## config.mk

```make
export PLATFORM = sky130hd
export DESIGN_NAME = vbmm_axis
export DESIGN_NICKNAME = d
export VERILOG_FILES = /design/src/design/vbmm_pkg.sv /design/src/design/vbmm_div.sv /design/src/design/vbmm_axis.sv
export SDC_FILE = /design/constraint.sdc
export NUM_CORES = 1
export LEC_CHECK = 0
export BUFFER_PORTS_ARGS = -buffer_cell sky130_fd_sc_hd__buf_2
export CORE_UTILIZATION = 60
export DETAILED_ROUTE_END_ITERATION = 6
export PLACE_DENSITY = 0.82
export SETUP_SLACK_MARGIN = 0.15
export SYNTH_ARGS = -nofsm -noshare
export SYNTH_HDL_FRONTEND = slang
export SYNTH_SLANG_ARGS = --single-unit
```

## constraint.sdc

```tcl
create_clock -name aclk -period 6.9 [get_ports aclk]
set_clock_uncertainty 0.05 [all_clocks]
set_input_delay 1.035 -clock aclk [delete_from_list [all_inputs] [get_ports aclk]]
set_output_delay 1.035 -clock aclk [all_outputs]
set_load 0.02 [all_outputs]
```

## src/design/vbmm_pkg.sv

```systemverilog
// Shared types, constants and helpers for the volume block min/max unit.
// Depends on nothing; every other file in this folder imports it.
`timescale 1ns / 1ps

package vbmm_pkg;

    localparam int DIM_W      = 11;
    localparam int PITCH_W    = 7;
    localparam int FMT_W      = 2;
    localparam int BLK_W      = 11;
    localparam int VAL_W      = 32;
    localparam int IDX_W      = 18;
    localparam int OUT_DATA_W = 88;
    localparam int CFG_IDX_W  = 3;
    localparam int CFG_DATA_W = 11;

    localparam int DEF_MAX_DIM      = 1024;
    localparam int DEF_MAX_BLOCKS_X = 64;
    localparam int DEF_MAX_BLOCKS_Y = 64;
    localparam int DEF_MAX_BLOCKS_Z = 64;

    localparam logic [CFG_IDX_W-1:0] CFG_VOL_WIDTH    = 3'd0;
    localparam logic [CFG_IDX_W-1:0] CFG_VOL_HEIGHT   = 3'd1;
    localparam logic [CFG_IDX_W-1:0] CFG_VOL_DEPTH    = 3'd2;
    localparam logic [CFG_IDX_W-1:0] CFG_PITCH_X      = 3'd3;
    localparam logic [CFG_IDX_W-1:0] CFG_PITCH_Y      = 3'd4;
    localparam logic [CFG_IDX_W-1:0] CFG_PITCH_Z      = 3'd5;
    localparam logic [CFG_IDX_W-1:0] CFG_VOXEL_FORMAT = 3'd6;

    localparam logic [FMT_W-1:0] FMT_U8  = 2'd0;
    localparam logic [FMT_W-1:0] FMT_U16 = 2'd1;
    localparam logic [FMT_W-1:0] FMT_F32 = 2'd2;

    localparam logic [DIM_W-1:0]   RST_DIM   = 11'd1;
    localparam logic [PITCH_W-1:0] RST_PITCH = 7'd8;

    // Blocks touched along one axis by the current coordinate.
    typedef struct packed {
        logic             two;
        logic [BLK_W-1:0] q0;
        logic [BLK_W-1:0] q1;
        logic             f0;
        logic             f1;
        logic             d0;
        logic             d1;
    } axis_hit_t;

    typedef struct packed {
        axis_hit_t        hit;
        logic [BLK_W-1:0] nb;
        logic             ok;
        logic             last;
        logic             oor;
        logic             busy;
    } axis_stat_t;

    typedef struct packed {
        logic zero;
        logic inc;
    } axis_ctl_t;

    function automatic logic [VAL_W-1:0] mask_value(input logic [VAL_W-1:0] v,
                                                    input logic [FMT_W-1:0] fmt);
        logic [VAL_W-1:0] m;
        m = v;
        if (fmt == FMT_U8) begin
            m = {24'd0, v[7:0]};
        end else if (fmt == FMT_U16) begin
            m = {16'd0, v[15:0]};
        end
        return m;
    endfunction

    // Maps float bits onto an unsigned order for FMT_F32, other formats pass unchanged; -0 folds onto +0.
    function automatic logic [VAL_W-1:0] order_key(input logic [VAL_W-1:0] v,
                                                   input logic [FMT_W-1:0] fmt);
        logic [VAL_W-1:0] w;
        w = v;
        if (fmt == FMT_F32) begin
            if (w == 32'h8000_0000) begin
                w = '0;
            end
            w = w[31] ? ~w : (w | 32'h8000_0000);
        end
        return w;
    endfunction

endpackage

```

## src/design/vbmm_div.sv

```systemverilog
// Restoring shift-subtract divider, one quotient bit per cycle.
// Depends on vbmm_pkg for the operand widths.
`timescale 1ns / 1ps

module vbmm_div (
    input  logic                        aclk,
    input  logic                        aresetn,
    input  logic                        start,
    input  logic [vbmm_pkg::DIM_W-1:0]  num,
    input  logic [vbmm_pkg::PITCH_W-1:0] den,
    output logic [vbmm_pkg::DIM_W-1:0]  quo,
    output logic [vbmm_pkg::PITCH_W-1:0] rem,
    output logic                        busy
);
    import vbmm_pkg::*;

    localparam int CNT_W = $clog2(DIM_W + 1);

    logic [CNT_W-1:0]   cnt_reg;
    logic [DIM_W-1:0]   num_reg;
    logic [DIM_W-1:0]   quo_reg;
    logic [PITCH_W-1:0] rem_reg;
    logic [PITCH_W-1:0] den_reg;
    logic [PITCH_W:0]   trial;
    logic               take;

    assign trial = {rem_reg, num_reg[DIM_W-1]};
    assign take  = trial >= {1'b0, den_reg};

    always_ff @(posedge aclk) begin
        if (!aresetn) begin
            cnt_reg <= '0;
        end else if (start) begin
            cnt_reg <= CNT_W'(DIM_W);
            num_reg <= num;
            den_reg <= den;
            rem_reg <= '0;
            quo_reg <= '0;
        end else if (cnt_reg != '0) begin
            cnt_reg <= cnt_reg - 1'b1;
            num_reg <= {num_reg[DIM_W-2:0], 1'b0};
            quo_reg <= {quo_reg[DIM_W-2:0], take};
            rem_reg <= take ? PITCH_W'(trial - {1'b0, den_reg}) : trial[PITCH_W-1:0];
        end
    end

    assign quo  = quo_reg;
    assign rem  = rem_reg;
    assign busy = cnt_reg != '0;

endmodule

```

## src/design/vbmm_axis.sv

```systemverilog
// One axis of the voxel position: position, block and offset counters,
// block count and the blocks a coordinate touches. Uses vbmm_div and vbmm_pkg.
`timescale 1ns / 1ps

module vbmm_axis #(
    parameter int MAX_DIM    = vbmm_pkg::DEF_MAX_DIM,
    parameter int MAX_BLOCKS = vbmm_pkg::DEF_MAX_BLOCKS_X
) (
    input  logic                         aclk,
    input  logic                         aresetn,
    input  logic                         cfg_wr,
    input  logic [vbmm_pkg::DIM_W-1:0]   dim,
    input  logic [vbmm_pkg::PITCH_W-1:0] pitch,
    input  vbmm_pkg::axis_ctl_t          ctl,
    output vbmm_pkg::axis_stat_t         stat
);
    import vbmm_pkg::*;

    logic               start_reg;
    logic               run_reg;
    logic [DIM_W-1:0]   pos_reg;
    logic [BLK_W-1:0]   b_reg;
    logic [PITCH_W-1:0] r_reg;

    logic [DIM_W-1:0]   dim_quo, pos_quo;
    logic [PITCH_W-1:0] dim_rem, pos_rem;
    logic               dim_busy, pos_busy;
    logic [BLK_W-1:0]   nb;
    logic               last;
    axis_hit_t          hit;

    vbmm_div u_div_dim (
        .aclk(aclk), .aresetn(aresetn), .start(start_reg), .num(dim), .den(pitch),
        .quo(dim_quo), .rem(dim_rem), .busy(dim_busy)
    );

    vbmm_div u_div_pos (
        .aclk(aclk), .aresetn(aresetn), .start(start_reg), .num(pos_reg), .den(pitch),
        .quo(pos_quo), .rem(pos_rem), .busy(pos_busy)
    );

    // A configuration write re-derives block and offset from the position.
    always_ff @(posedge aclk) begin
        if (!aresetn) begin
            start_reg <= 1'b1;
            run_reg   <= 1'b0;
            pos_reg   <= '0;
            b_reg     <= '0;
            r_reg     <= '0;
        end else if (cfg_wr) begin
            start_reg <= 1'b1;
        end else if (start_reg) begin
            start_reg <= 1'b0;
            run_reg   <= 1'b1;
        end else if (run_reg) begin
            if (!pos_busy && !dim_busy) begin
                run_reg <= 1'b0;
                b_reg   <= BLK_W'(pos_quo);
                r_reg   <= pos_rem;
            end
        end else if (ctl.zero) begin
            pos_reg <= '0;
            b_reg   <= '0;
            r_reg   <= '0;
        end else if (ctl.inc) begin
            if (last) begin
                pos_reg <= '0;
                b_reg   <= '0;
                r_reg   <= '0;
            end else begin
                pos_reg <= pos_reg + 1'b1;
                if (r_reg + 1'b1 == pitch) begin
                    r_reg <= '0;
                    b_reg <= b_reg + 1'b1;
                end else begin
                    r_reg <= r_reg + 1'b1;
                end
            end
        end
    end

    assign nb   = BLK_W'(dim_quo) + BLK_W'(dim_rem != '0);
    assign last = ({1'b0, pos_reg} + 1'b1) == {1'b0, dim};

    // The widened block above starts on the last voxel of this block; the
    // block below ends on the first voxel of this one.
    always_comb begin
        hit = '0;
        if (r_reg == '0 && b_reg != '0) begin
            hit.two = 1'b1;
            hit.q0  = b_reg - 1'b1;
            hit.f0  = 1'b0;
            hit.d0  = 1'b1;
            hit.q1  = b_reg;
            hit.f1  = 1'b0;
            hit.d1  = (b_reg + 1'b1 == nb) && last;
        end else begin
            hit.q0 = b_reg;
            hit.f0 = (b_reg == '0) && (r_reg == '0);
            hit.d0 = (b_reg + 1'b1 == nb) && last;
            hit.q1 = b_reg + 1'b1;
            hit.f1 = 1'b1;
            hit.d1 = 1'b0;
            hit.two = (r_reg == pitch - 1'b1) && (b_reg + 1'b1 < nb);
        end
    end

    always_comb begin
        stat.hit  = hit;
        stat.nb   = nb;
        stat.last = last;
        stat.oor  = pos_reg >= dim;
        stat.busy = start_reg || run_reg;
        stat.ok   = (pitch >= PITCH_W'(2)) && (dim != '0) &&
                    ({2'b00, dim} <= 13'(MAX_DIM)) &&
                    ({1'b0, nb} <= 12'(MAX_BLOCKS)) &&
                    !((dim > DIM_W'(pitch)) && (dim_rem == PITCH_W'(1)));
    end

endmodule

```

==> results.sh, run 1 <==
export IMPL_syn_avg_cell_area_sq_um=9.047
export IMPL_row_count=40
export IMPL_cts_resized=0
export IMPL_diodes=0
export IMPL_routed_wl_mm=18.36
export IMPL_start_util_pct=61.80
export IMPL_core_sq_um=12060
export IMPL_cts_tree="done"
export IMPL_whs_path_depth=2
export IMPL_async_reset_ff_share_pct=0
export IMPL_regToRegSetupSlack_ps=3560
export IMPL_detail_route_antenna_nets=0
export IMPL_place_area_sq_um=7809
export IMPL_grt_max_degree=64
export IMPL_sw_frac_of_total_pct=30.99
export IMPL_synth_seq_area_share_pct=36.66
export IMPL_design_area_sq_um=8132
export IMPL_drive_gt1_share_pct=15.93
export IMPL_post_cts_buffers=0
export IMPL_sequentialPowerShare_pct=43.6
export IMPL_critPathMaxFanout=5
export IMPL_cts_hold_buffers_added=0
export IMPL_nets=932
export IMPL_ys_ff_latch=104
export IMPL_slowest_delay_ps=540
export IMPL_wl_per_cell_um=17.86
export IMPL_clkTransAtPathRegs_ps=70
export IMPL_cp_start_kind="flip-flop"
export IMPL_crit_type="flip-flop to output pin"
export IMPL_cp_cell_sequence="or4_1 -> nor3_1 -> nand2_1 -> ha_1 -> ha_1 -> nand2_1 -> nor3_1 -> xnor2_1 -> ha_1 -> a2111oi_0 -> nand3_1 -> nor3_1 -> a31o_2 -> buf_2"
export IMPL_vias_per_cell=6.190
export IMPL_routed_via_count=6363
export IMPL_ioPinCount=65
export IMPL_setup_ws_ps=1773
export IMPL_clk_path_buf_depth=2
export IMPL_dieArea_sq_um=12870
export IMPL_cpMaxStageDelayCell="or4_1"
export IMPL_globalRouteOverflowTotal=0
export IMPL_p_per_area_nw_per_um2=209.5
export IMPL_grt_pass1_wl_mm=30.34
export IMPL_slew_limit_headroom_pct=17.11
export IMPL_min_path_type="flip-flop to flip-flop"
export IMPL_clk_latency_ps=360
export IMPL_worst_pin_slew_ps=1241
export IMPL_crit_cells=14
export IMPL_finalSetupViolations=0
export IMPL_track_usage_pct=29.82
export IMPL_grt_pass1_vias=6084
export IMPL_period_needed_ps=5127
export IMPL_drtIter0Drc=499
export IMPL_die_x_um=113.5
export IMPL_synthCells=824
export IMPL_htreeDepth=3
export IMPL_grt_antenna_before_repair=0
export IMPL_drc=0
export IMPL_synth_top_flop_cell="edfxtp_1"
export IMPL_maxCapViolations=0
export IMPL_die_y_um=113.5
export IMPL_post_place_ws_ps=2241
export IMPL_syn_area_sq_um=7455
export IMPL_finalHoldViolCount=0
export IMPL_required_ps=5810
export IMPL_leakage_nw=3.459
export IMPL_synth_edf_count=65
export IMPL_root_buffer="clkbuf_16"
export IMPL_dp_hpwl_mm=13.40
export IMPL_p_int_mw=1.176
export IMPL_clockPowerShare_pct=32.1
export IMPL_syn2layout_area_growth_pct=9.080
export IMPL_portBuffers=64
export IMPL_path_delay_family="simple AND/OR/NAND/NOR gates"
export IMPL_cts_sink_count=104
export IMPL_status="finished clean"
export IMPL_crit_buf_inv=1
export IMPL_switchingPower_mw=0.5281
export IMPL_hold_ws_ps=480.8
export IMPL_combinationalPowerShare_pct=24.2
export IMPL_ir_drop_mv=0.1325
export IMPL_cts_buffers=9
export IMPL_crit_arrival_ps=4040
export IMPL_period_share_pct=74.30
export IMPL_synth_cell_types=73
export IMPL_tns_ps=0
export IMPL_r2r_cells=8
export IMPL_yosysWarnings=0
export IMPL_dr_pass1_iters=5
export IMPL_rsz0062_at_grt="no"
export IMPL_gp_congestion=0.8945
export IMPL_syn_nets=901
export IMPL_end_kind="output pin"
export IMPL_max_freq_ghz=0.1950
export IMPL_maxSlewViolCount=0
==> power groups by stage <==
| stage | Clock [mW] | Combinational (mW) | Sequential [mW] |
|---|---|---|---|
| 2_1_floorplan | 0 | 0.307 | 0.738 |
| 3_3_place_gp | 0 | 0.389 | 0.753 |
| 3_5_place_dp | 0 | 0.407 | 0.755 |
| 4_1_cts | 0.556 | 0.409 | 0.742 |
| 5_1_grt | 0.580 | 0.454 | 0.748 |
| 6_report | 0.548 | 0.413 | 0.743 |
==> worst reg2reg max path, cell delays in order, from the launching register on <==
cell	delay, ps
dfxtp_1	500
ha_1	500
nand3_1	160
nor3_1	360
o221ai_1	210
a21oi_2	450
buf_4	360
a21o_1	490
a21oi_1	120
==> path summary, 6_finish.rpt <==
check                  startpoint              endpoint
max              u_div_dim.rem[3]              stat[41]
min          u_div_pos.cnt_reg[3]  u_div_pos.cnt_reg[3]
max reg2reg            pos_reg[1]              b_reg[6]
min reg2reg  u_div_pos.cnt_reg[3]  u_div_pos.cnt_reg[3]
==> logic make-up after synthesis <==
family,count (synthesis),share of synthesized area (%)
mux,23,3.424
simple gates,297,20.51
compound gates,168,15.61
flops,104,36.66
fa+ha+maj,54,9.265
xor+xnor,68,8.275
buf+inv,110,6.261
==> area by class of cell <==
cell class	instances	area, sq um
multi-input combinational	610	4274
fill	928	3930
sequential	104	2734
timing repair buffer	70	365.4
clock buffer	11	264.0
inverter	60	225.2
tap	168	210.2
clock inverter	5	58.81
==> cell usage in the layout, fill, tap and decap left out, types with 10 or more instances in the layout <==
cell type,Yosys,routed
nand4_1,23,23
a21o_1,11,11
inv_1,57,57
and3_1,11,11
clkbuf_16,0,10
nor3_1,20,20
o21a_1,10,10
dfxtp_1,39,38
xor2_1,30,30
o21ai_0,34,34
o211ai_1,11,11
buf_2,15,64
nor4_1,11,11
xnor2_1,36,36
nand3_1,41,41
nand2_1,62,62
mux2_2,20,20
ha_1,52,52
nor2_1,62,62
nor2b_1,28,28
a21oi_1,43,43
edfxtp_1,65,65
==> metal layers <==
| metal | up-vias | global-route usage [%] | wire length [um] | part of all wire, % |
|---|---|---|---|---|
| li1 | 3032 | - | - | - |
| met1 | 3018 | 38.71 | 7968 | 43 |
| met2 | 268 | 49.88 | 8884 | 48 |
| met3 | 45 | 4.251 | 1086 | 5.9 |
| met4 | 0 | 12.72 | 418 | 2.3 |
| met5 | - | 0 | 0 | 0 |
==> stage by stage <==
| stage | utilization (%) | instances | power, mW |
|---|---|---|---|
| 6_report | 67.42 | 1028 | 1.704 |
| 5_1_grt | 67.42 | 1028 | 1.782 |
| 4_1_cts | 67.42 | 1028 | 1.708 |
| 3_5_place_dp | 64.74 | 1012 | 1.162 |
| 3_3_place_gp | 64.74 | 1012 | 1.142 |
| 2_1_floorplan | - | 824 | 1.045 |
==> cell usage after synthesis, drive strengths merged (23+ instances only) <==
cell type | n | area, sq um
dfxtp | 39 | 780.8
nand4 | 23 | 143.9
buf | 27 | 153.9
nor2 | 63 | 239.0
nand2 | 62 | 232.7
xor2 | 30 | 262.8
nor2b | 28 | 175.2
xnor2 | 37 | 331.6
inv | 60 | 225.2
edfxtp | 65 | 1952
nand3 | 41 | 205.2
clkbuf | 23 | 87.58
a21oi | 44 | 224.0
o21ai | 35 | 175.2
ha | 52 | 650.6
No activity file was read; power rests on OpenSTA's default activity.
==> run 2: changes to the inputs <==
- clock period: 6.9 -> 4.8 ns (I/O delays scaled with it)
==> run 2 against run 1 <==
- hold slack got worse by 6.8 ps
- via count increased by 1.4%
- sequential share of layout area decreased by 0.093 points
- critical path depth increased by 1
- total power increased by 38%
- clock-buffer cell count increased by 2
- non-clock buffer count increased by 4
- combinational power increased by 49%
- routed wire length increased by 3.3%
- final cell count increased by 0.29%
- critical path type unchanged
- largest cell class unchanged
- largest power group unchanged
==> results.sh, run 2 (same netlist as run 1, synthesis figures left out) <==
export IMPL_critPathMaxFanout=5
export IMPL_start_util_pct=61.80
export IMPL_finalHoldViolCount=0
export IMPL_regToRegSetupSlack_ps=1400
export IMPL_globalRouteOverflowTotal=0
export IMPL_clkTransAtPathRegs_ps=70
export IMPL_hold_ws_ps=473.9
export IMPL_clk_latency_ps=360
export IMPL_dp_hpwl_mm=13.76
export IMPL_drive_gt1_share_pct=16.69
export IMPL_drtIter0Drc=581
export IMPL_finalNonFillerCells=1031
export IMPL_gp_congestion=0.9292
export IMPL_cts_hold_buffers_added=0
export IMPL_finalSetupViolations=0
export IMPL_grt_pass1_wl_mm=31.28
export IMPL_worst_pin_slew_ps=1234
export IMPL_vias_per_cell=6.255
export IMPL_diodes=0
export IMPL_die_x_um=113.5
export IMPL_p_per_area_nw_per_um2=287.5
export IMPL_mostFrequentLayoutCells="edfxtp_1 (65), buf_2 (63), nor2_1 (62)"
export IMPL_track_usage_pct=31.07
export IMPL_maxSlewViolCount=0
export IMPL_end_kind="output pin"
export IMPL_dp_cells=1013
export IMPL_maxCapViolations=0
export IMPL_ir_drop_mv=0.2198
export IMPL_cp_start_kind="flip-flop"
export IMPL_min_from="b_reg[1]"
export IMPL_die_y_um=113.5
export IMPL_clk_path_buf_depth=2
export IMPL_cts_tree="done"
export IMPL_period_needed_ps=4484
export IMPL_portBuffers=64
export IMPL_ioPinCount=65
export IMPL_top_usage_layer="met2"
export IMPL_routed_wl_mm=18.96
export IMPL_routed_via_count=6449
export IMPL_reg2reg_from="pos_reg[1]"
export IMPL_met3_usage_pct=6.536
export IMPL_wl_per_cell_um=18.39
export IMPL_gr_usage_met2_pct=52.97
export IMPL_syn2layout_area_growth_pct=9.382
export IMPL_grt_antenna_before_repair=1
export IMPL_use_met1_pct=37.40
export IMPL_min_to="b_reg[1]"
export IMPL_root_buffer="clkbuf_16"
export IMPL_core_sq_um=12060
export IMPL_n_fill_cell=971
export IMPL_finalPower_mw=2.345
export IMPL_required_ps=4030
export IMPL_htreeDepth=3
export IMPL_grt_max_degree=64
export IMPL_detail_route_antenna_nets=0
export IMPL_rsz0062_at_grt="no"
export IMPL_whs_path_depth=2
export IMPL_max_freq_ghz=0.2230
export IMPL_drc=0
export IMPL_tns_ps=0
export IMPL_row_count=40
export IMPL_dieArea_sq_um=12870
export IMPL_min_path_type="flip-flop to flip-flop"
export IMPL_status="finished clean"
export IMPL_period_share_pct=93.41
export IMPL_grt_pass1_vias=6327
export IMPL_cts_sink_count=104
export IMPL_crit_arrival_ps=3710
export IMPL_reg2reg_to="b_reg[1]"
export IMPL_slew_limit_headroom_pct=17.54
export IMPL_layout_commonest_cell="edfxtp_1"
export IMPL_cts_buffers=9
export IMPL_nets=936
export IMPL_dr_pass1_iters=7
export IMPL_crit_type="flip-flop to output pin"
export IMPL_leakage_nw=3.447
export IMPL_r2r_cells=7
## run 2: cell count changes in the layout (fill, tap and decap cells not counted), moves of 2 or more
cell | previous run | this run
buf_4 | 6 | 11
clkbuf_1 | 0 | 4
ha_1 | 52 | 50
ha_4 | 0 | 2
nor3_1 | 20 | 18
## run 2: cell type report
class                      count  area [sq um]  share of cell area, %
tap                          168         210.2                  2.578
clock inverter                 2         11.26                 0.1381
timing repair buffer          74         397.9                  4.880
clock buffer                  13         240.2                  2.946
multi-input combinational    610          4335                  53.17
sequential                   104          2734                  33.53
inverter                      60         225.2                  2.762
## run 2: worst max-delay path by stage
stage                     startpoint  endpoint  slack (ps)  depth (start not counted)
floorplan           u_div_dim.rem[3]  stat[41]         710                         14
global placement    u_div_dim.rem[3]  stat[41]         650                         14
detailed placement  u_div_dim.rem[3]  stat[41]         420                         14
CTS                 u_div_dim.rem[3]  stat[41]         150                         14
global route        u_div_dim.rem[5]  stat[41]         170                         14
finish              u_div_dim.rem[5]  stat[41]         320                         15
## run 2: report_power, final
part	internal, mW	switching (mW)	total [mW]
Clock	0.349	0.310	0.659
Combinational	0.236	0.378	0.614
Sequential	1.02	0.0560	1.07
Total	1.60	0.744	2.34
## run 2: worst max-delay path: stages (launching register included)
cell and delay (ps):
edfxtp_1 430, or4_4 570, nor3_4 220, nand2_2 100, ha_4 190, ha_4 280, inv_1 40, ha_1 290
nor2b_1 130, o21a_1 160, o21a_1 160, o21bai_1 190, a31oi_1 110, o21ai_1 180, a31o_2 170, buf_4 130
## run 2: timing repair
action	in CTS	in global routing
pin swaps	1	7
buffers inserted	1	2
setup endpoints to repair	1	2
gates resized for setup	2	12
## run 2: stage by stage
stage	instance area (sq um)	setup WS [ps]	utilization, %
global route	8154	173.8	67.60
finish	8154	316.4	67.60
CTS	8082	154.8	67.00
global placement	7816	647.7	64.80
floorplan	7455	707.4	-
detailed placement	7816	423.6	64.80
## run 2: metal layers
metal	vias to the layer above	wire length, um
met5	-	14
met2	269	9309
met4	2	673
li1	3037	-
met3	59	1266
met1	3082	7697
